--- config.mk ---
export PLATFORM = sky130hd
export DESIGN_NAME = gnf_outq
export DESIGN_NICKNAME = d
export VERILOG_FILES = /design/src/rtl/gnf_pkg.sv /design/src/rtl/gnf_outq.sv
export VERILOG_INCLUDE_DIRS = /design/src /design/src/rtl
export SDC_FILE = /design/constraint.sdc
export NUM_CORES = 1
export LEC_CHECK = 0
export BUFFER_PORTS_ARGS = -buffer_cell sky130_fd_sc_hd__buf_4
export CAP_MARGIN = 25
export CORE_UTILIZATION = 40
export DETAILED_ROUTE_END_ITERATION = 8
export GPL_TIMING_DRIVEN = 0
export REMOVE_ABC_BUFFERS = 1
export SYNTH_ARGS = -nofsm -noshare
export SYNTH_HDL_FRONTEND = slang
export SYNTH_SLANG_ARGS = --single-unit
--- constraint.sdc ---
create_clock -name clk -period 5.6 [get_ports clk]
set_clock_uncertainty 0.1 [all_clocks]
set_input_delay 1.12 -clock clk [delete_from_list [all_inputs] [get_ports clk]]
set_output_delay 1.12 -clock clk [all_outputs]
set_load 0.02 [all_outputs]
--- src/rtl/gradient_noise_fbm_defines.svh ---
// ---------------------------------------------------------------------------
// gradient noise fbm assertion macros
// shared concurrent assertion forms, sampled on clk, quiet while rst_n is low
// ---------------------------------------------------------------------------
`ifndef GRADIENT_NOISE_FBM_DEFINES_SVH
`define GRADIENT_NOISE_FBM_DEFINES_SVH

// condition implies property in the same cycle
`define GNF_ASSERT_IMPLY(label, cond, prop) \
    label: assert property (@(posedge clk) disable iff (!rst_n) (cond) |-> (prop)) \
        else $error("gnf assertion failed");

// condition implies property in the next cycle
`define GNF_ASSERT_NEXT(label, cond, prop) \
    label: assert property (@(posedge clk) disable iff (!rst_n) (cond) |=> (prop)) \
        else $error("gnf assertion failed");

`endif

--- src/rtl/gnf_pkg.sv ---
// ---------------------------------------------------------------------------
// gnf_pkg
// widths, constants, word context and arithmetic helpers of the noise block
// ---------------------------------------------------------------------------
`timescale 1ns / 1ps

package gnf_pkg;

    // fixed point layout
    localparam int FB     = 16;
    localparam int IW     = 8;
    localparam int XW     = IW + FB;
    localparam int FW     = FB + 1;
    localparam int GW     = FB + 3;
    localparam int DW     = FB + 4;
    localparam int NW     = FB + 4;
    localparam int RW     = FB + 6;
    localparam int AW     = FB;
    localparam int SW     = FB + 12;
    localparam int OW     = FB + 4;
    localparam int PW     = 2 * FB + 8;
    localparam int GAIN_W = 16;
    localparam int OCNT_W = 4;
    localparam int OCT_W  = 5;

    // permutation table
    localparam int TBL_AW = 8;
    localparam int TBL_DW = 8;
    localparam int TBL_N  = 1 << TBL_AW;

    // pipeline depths
    localparam int OCT_STAGES  = 12;
    localparam int FADE_STAGES = 5;

    // configuration port
    localparam int CFG_IW = 2;
    localparam int CFG_DW = 16;
    localparam logic [CFG_IW-1:0] REG_OCTAVE_COUNT = 2'd0;
    localparam logic [CFG_IW-1:0] REG_NOISE_GAIN   = 2'd1;
    localparam logic [CFG_IW-1:0] REG_RIDGED_MODE  = 2'd2;

    localparam logic [OCNT_W-1:0] OCT_RESET    = 4'd8;
    localparam logic [GAIN_W-1:0] GAIN_RESET   = 16'd34079;
    localparam logic              RIDGED_RESET = 1'b0;

    // commands
    localparam logic CMD_LOAD = 1'b0;
    localparam logic CMD_EVAL = 1'b1;

    // fade polynomial 6t^2 - 15t + 10
    localparam int FADE_A = 6;
    localparam int FADE_B = 15;
    localparam int FADE_C = 10;

    // ridged recentering: *3/4 then minus 0.40
    localparam int RIDGE_MUL = 3;
    localparam int RIDGE_SH  = 2;

    localparam logic [PW-1:0]        HALF_P    = PW'(1 << (FB - 1));
    localparam logic signed [GW-1:0] ONE_G     = GW'(1 << FB);
    localparam logic signed [NW+1:0] ONE_N     = (NW + 2)'(1 << FB);
    localparam logic [AW-1:0]        AMP_INIT  = AW'(1 << (FB - 1));
    localparam logic [AW+GAIN_W:0]   GAIN_HALF = (AW + GAIN_W + 1)'(1 << (GAIN_W - 1));
    localparam logic signed [SW-1:0] RIDGE_OFS = SW'((4 * (1 << FB) + 5) / 10);
    localparam logic signed [OW-1:0] OUT_MAX   = OW'((1 << (OW - 1)) - 1);
    localparam logic signed [OW-1:0] OUT_MIN   = OW'(1 << (OW - 1));

    // context that travels with every word
    typedef struct packed {
        logic                     eval;
        logic [TBL_AW-1:0]        ld_idx;
        logic [TBL_DW-1:0]        ld_val;
        logic [XW-1:0]            x;
        logic [XW-1:0]            y;
        logic [OCT_W-1:0]         n_oct;
        logic [GAIN_W-1:0]        gain;
        logic                     ridged;
        logic [AW-1:0]            amp;
        logic signed [SW-1:0]     sum;
    } gnf_ctx_t;

    // round to nearest, ties away from zero, drop FB fraction bits
    function automatic logic signed [PW-1:0] rnd_s(input logic signed [PW-1:0] p);
        logic [PW-1:0] mag;
        logic [PW-1:0] q;
        mag = p[PW-1] ? $unsigned(-p) : $unsigned(p);
        q = (mag + HALF_P) >> FB;
        rnd_s = p[PW-1] ? -$signed(q) : $signed(q);
    endfunction

    // same for values known to be non-negative
    function automatic logic [PW-1:0] rnd_u(input logic [PW-1:0] p);
        rnd_u = (p + HALF_P) >> FB;
    endfunction

    // one of eight corner gradients
    function automatic logic signed [GW-1:0] grad(input logic [2:0] h,
                                                  input logic signed [GW-1:0] gx,
                                                  input logic signed [GW-1:0] gy);
        case (h)
            3'd0:    grad = gx + gy;
            3'd1:    grad = gy - gx;
            3'd2:    grad = gx - gy;
            3'd3:    grad = -gx - gy;
            3'd4:    grad = gx;
            3'd5:    grad = -gx;
            3'd6:    grad = gy;
            default: grad = -gy;
        endcase
    endfunction

endpackage

--- src/rtl/gnf_outq.sv ---
// ---------------------------------------------------------------------------
// gnf_outq
// two entry output queue, frees the pipeline from the output handshake
// ---------------------------------------------------------------------------
`timescale 1ns / 1ps
`include "gradient_noise_fbm_defines.svh"

module gnf_outq (
    input  logic                          clk,
    input  logic                          rst_n,
    input  logic                          push,
    input  logic signed [gnf_pkg::OW-1:0] push_data,
    output logic                          space,
    output logic                          out_valid,
    input  logic                          out_ready,
    output logic signed [gnf_pkg::OW-1:0] out_data
);

    localparam int OW = gnf_pkg::OW;

    logic signed [OW-1:0] data_reg [2];
    logic                 wr_ptr_reg, rd_ptr_reg;
    logic [1:0]           cnt_reg;
    logic                 pop;

    assign pop       = out_valid && out_ready;
    assign out_valid = (cnt_reg != 2'd0);
    assign space     = (cnt_reg != 2'd2);
    assign out_data  = data_reg[rd_ptr_reg];

    // entry storage
    always_ff @(posedge clk)
    begin
        if (push)
            data_reg[wr_ptr_reg] <= push_data;
    end

    // pointers and fill count
    always_ff @(posedge clk or negedge rst_n)
    begin
        if (!rst_n)
        begin
            wr_ptr_reg <= 1'b0;
            rd_ptr_reg <= 1'b0;
            cnt_reg    <= 2'd0;
        end
        else
        begin
            if (push)
                wr_ptr_reg <= !wr_ptr_reg;
            if (pop)
                rd_ptr_reg <= !rd_ptr_reg;
            case ({push, pop})
                2'b10:   cnt_reg <= cnt_reg + 2'd1;
                2'b01:   cnt_reg <= cnt_reg - 2'd1;
                default: cnt_reg <= cnt_reg;
            endcase
        end
    end

    `GNF_ASSERT_IMPLY(a_cnt_range, 1'b1, cnt_reg != 2'd3)
    `GNF_ASSERT_IMPLY(a_no_overflow, cnt_reg == 2'd2, !push)
    `GNF_ASSERT_NEXT(a_drain, pop && !push, cnt_reg == $past(cnt_reg) - 2'd1)

endmodule

== Word-level counts from Yosys, hierarchy flattened ==
Memory sizes are Yosys's and may differ from the RTL's.
Cells that the tools add are included.

* Register bits after elaboration: 4
* Memories kept: 1
* Bits in writable memories: 40
* Word-level logic and storage cells: 17
* Input port bits: 24

{| class="wikitable"
|+ Memories
! memory !! depth !! width !! read ports !! clocked after memory_dff !! write ports !! RTL line !! source
|-
| data_reg || 2 || 20 || 1 || 0 || 1 || gnf_outq.sv:21 || <nowiki>logic signed [OW-1:0] data_reg [2];</nowiki>
|}

* Eq/ne operators: 3
* $add $sub $neg: 2
* Reductions and logical operators: 5
* Multiplexer cells: 3

{| class="wikitable"
|+ Operator list
! kind !! number
|-
| 2-bit one-hot mux with 2 select lines || 1
|-
| 2-bit nonzero test || 2
|-
| 2-bit by 1-bit adder with 2-bit output (second input constant) || 1
|-
| 2-bit by 1-bit equality test with 1-bit output (second input constant) || 1
|-
| 2-bit equality test (second input constant) || 1
|-
| 1-bit logical NOT || 2
|-
| 1-bit two-way mux || 2
|-
| 2-bit inequality test (second input constant) || 1
|-
| 2-bit by 1-bit subtractor with 2-bit output (second input constant) || 1
|-
| 1-bit logical AND || 1
|}

== Longest topological paths before layout ==
* Depth in word-level cells: 4
* Gate-level depth with buffers: 6
* Mapped depth without buffers: 6

== Worst setup path before layout ==
Ideal clock, no wire load.

* Path type: input to register
* From: in push
* To: mem data_reg[0][0] (netlist bit) (enable)
* Stages: 2
* Buffers on the path: 0
* Arrival time: 2.023 ns
* Setup slack: 3.080 ns
* Cell sequence: inv_1 nor2_1

* Word-level cells in the longest chain between the ends: 2

{| class="wikitable"
|+ RTL lines
! what !! RTL line !! source
|-
| from (decl) || gnf_outq.sv:11 || <nowiki>input logic push,</nowiki>
|-
| 1-bit two-way mux || gnf_outq.sv:34 || <nowiki>if (push)</nowiki>
|-
| 1-bit two-way mux (not written as such) || gnf_outq.sv:35 || <nowiki>data_reg[wr_ptr_reg] <= push_data;</nowiki>
|-
| to (decl) || gnf_outq.sv:21 ||
|}

No other way between the ends.

== Worst setup path after layout ==
* From: reg rd_ptr_reg
* To: out out_data[8] (netlist bit)

* Word-level cells in the longest chain between the ends: 1

{| class="wikitable"
|+ RTL lines
! what !! RTL line !! source
|-
| from (decl) || gnf_outq.sv:22 || <nowiki>logic wr_ptr_reg, rd_ptr_reg;</nowiki>
|-
| from (signal assigned) || gnf_outq.sv:52 || <nowiki>rd_ptr_reg <= !rd_ptr_reg;</nowiki>
|-
| memory read 2 x 20 bit || n/a ||
|-
| to (decl) || gnf_outq.sv:16 || <nowiki>output logic signed [gnf_pkg::OW-1:0] out_data</nowiki>
|}

No other way between the ends.

==> results.json <==
{
  "relSlewSlack": 0.3333,
  "fmax_mhz": 331.0,
  "met3_usage": 0.03793,
  "cts_buffers": 5,
  "dp.cells": 171,
  "antenna_found_initial": 0,
  "largest_register_ffs": 40,
  "cpPeakStageDelay_ns": 0.92,
  "drv_cap": 0,
  "global_route.peak_usage_layer": "met2",
  "clk_pin_slew_ns": 0.08,
  "regToRegSetupSlack_ns": 3.91,
  "die_area_um2": 4345,
  "vias": 828,
  "critPathArrivalTime_ns": 1.80,
  "track_usage": 0.1314,
  "period_needed_ns": 3.021,
  "wirelength_mm": 2.561,
  "io_buffers": 45,
  "clockRootBuffer": "clkbuf_8",
  "critical_path.cell_chain": "mux2_2 > buf_4",
  "io_pins": 46,
  "hold_viol_final": 0,
  "dpl.hpwl_mm": 1.679,
  "drive_gt1_frac": 0.5802,
  "core_um2": 3799,
  "grt_use_met2": 0.2219,
  "tns_ns": 0,
  "synth_cells": 79,
  "cts.htree.levels": 2,
  "rsz0062_at_grt": "no",
  "grt_pass1_vias": 880,
  "hp-class": "register to register",
  "ys_types": 13,
  "worst_pin_slew_ns": 1.000,
  "num_rows": 22,
  "fin_ws_ns": 2.579,
  "dpl_cell_area_um2": 2039,
  "startpoint_type": "register",
  "cp_max_fo": 21,
  "drc_errors": 0,
  "cts.hold.buffers_added": 0,
  "instances_no_fill": 179,
  "cpMaxStageDelayCell": "dfrtp_1",
  "final_cell_mix": "buf_4, edfxtp_1, mux2_2",
  "power_density_nw_per_um2": 510.8,
  "grt_pass1_wl_mm": 3.967,
  "setup_violations": 0,
  "fillers": 306,
  "place_congestion": 0.6418,
  "die_h_um": 65.92,
  "cts-resized-gates": 0,
  "die_x_um": 65.92,
  "drt_iter0_drc": 26,
  "final_common_cell": "buf_4",
  "met1_usage": 0.1442,
  "ys_seq_elements": 44,
  "vias_per_cell": 4.626,
  "cts_tree": "done",
  "syn_to_final_growth_pct": 31.39,
  "crit_type": "register to output port",
  "holdWs_ns": 0.4093,
  "peakVddDrop_uv": 274.2,
  "status": "finished clean",
  "p_leak_nw": 0.8263,
  "grt_max_degree": 22,
  "final_max_slew_viol_count": 0,
  "yosysWarnings": 0,
  "cts_buffer_depth": 2,
  "syn_area_um2": 1634,
  "grt_remaining_overflow": 0,
  "antenna_cells": 0,
  "cts_sinks": 44,
  "finalInstanceArea_um2": 2147,
  "end_kind": "output port",
  "first_pass_iters": 3,
  "ant_nets": 0,
  "fin_nets": 155,
  "period_share": 0.5394,
  "post-place-ws_ns": 2.836,
  "initial_core_util": 0.4302,
  "post-cts-setup-buffers": 0,
  "finalCoreUtilization": 0.5652,
  "avgRoutedWirePerCell_um": 14.31,
  "clock_latency_ns": 0.29,
  "yosysSeqAreaShare": 0.7963,
  "p_total_mw": 1.097,
  "cp_data_required_time_ns": 4.38,
  "synth_area_per_cell_um2": 20.68
}
[cells in the mapped netlist]
master    instances  share of area
mux2_2           20           0.14
and2_4            1         0.0054
dfrtp_1           4          0.061
nor2_1            2         0.0046
and2_1            1         0.0038
inv_1             1         0.0023
edfxtp_1         40           0.74
nand2b_1          1         0.0038
buf_2             2         0.0061
ha_1              1         0.0077
or2_4             1         0.0054
xnor2_1           2          0.011
xor2_1            3          0.016
[path summary, 6_finish.rpt]
kind / startpoint / endpoint / depth (start not counted)
worst max-delay path: rd_ptr_reg / out_data[8] / 2
worst max register to register: wr_ptr_reg / data_reg[1][2] / 1
worst min-delay path: cnt_reg[1] / cnt_reg[1] / 1
max in group asynchronous: rst_n / rd_ptr_reg / 1
min in group asynchronous: rst_n / wr_ptr_reg / 1
worst min register to register: cnt_reg[1] / cnt_reg[1] / 1
[critical path: cells and delay by family, from the launching register on]
kind	cells	cell delay, ns
DFF	1	0.92
buffers and inverters	1	0.16
muxes	1	0.42
[final cells by class]
type	instances	area [um2]	share of cell area
tap	48	60.06	0.02797
timing repair buffer	46	352.8	0.1643
sequential	44	1301	0.6061
clock inverter	2	35.03	0.01632
multi-input combinational	32	321.6	0.1498
clock buffer	6	72.57	0.03380
inverter	1	3.754	0.001748
[routing by layer]
layer | part of all wire | up-vias
met3 | 0.050 | 8
li1 | - | 397
met1 | 0.44 | 395
met2 | 0.49 | 28
met4 | 0.027 | 0
met5 | 0 | -
[logic make-up (layout without fill, tap and decap cells)]
logic type / after synthesis / after routing / synth area share
mux: 20 / 20 / 0.1378
xor+xnor: 5 / 5 / 0.02680
buf+inv: 3 / 55 / 0.008421
flops: 44 / 44 / 0.7963
simple gates: 6 / 6 / 0.02298
fa+ha+maj: 1 / 1 / 0.007656
[power by group]
part | internal (mW) | switching, mW
registers | 0.440 | 0.0513
logic | 0.190 | 0.180
clock network | 0.132 | 0.104
total | 0.762 | 0.335
Note: power is estimated with default switching activity, not from simulation.
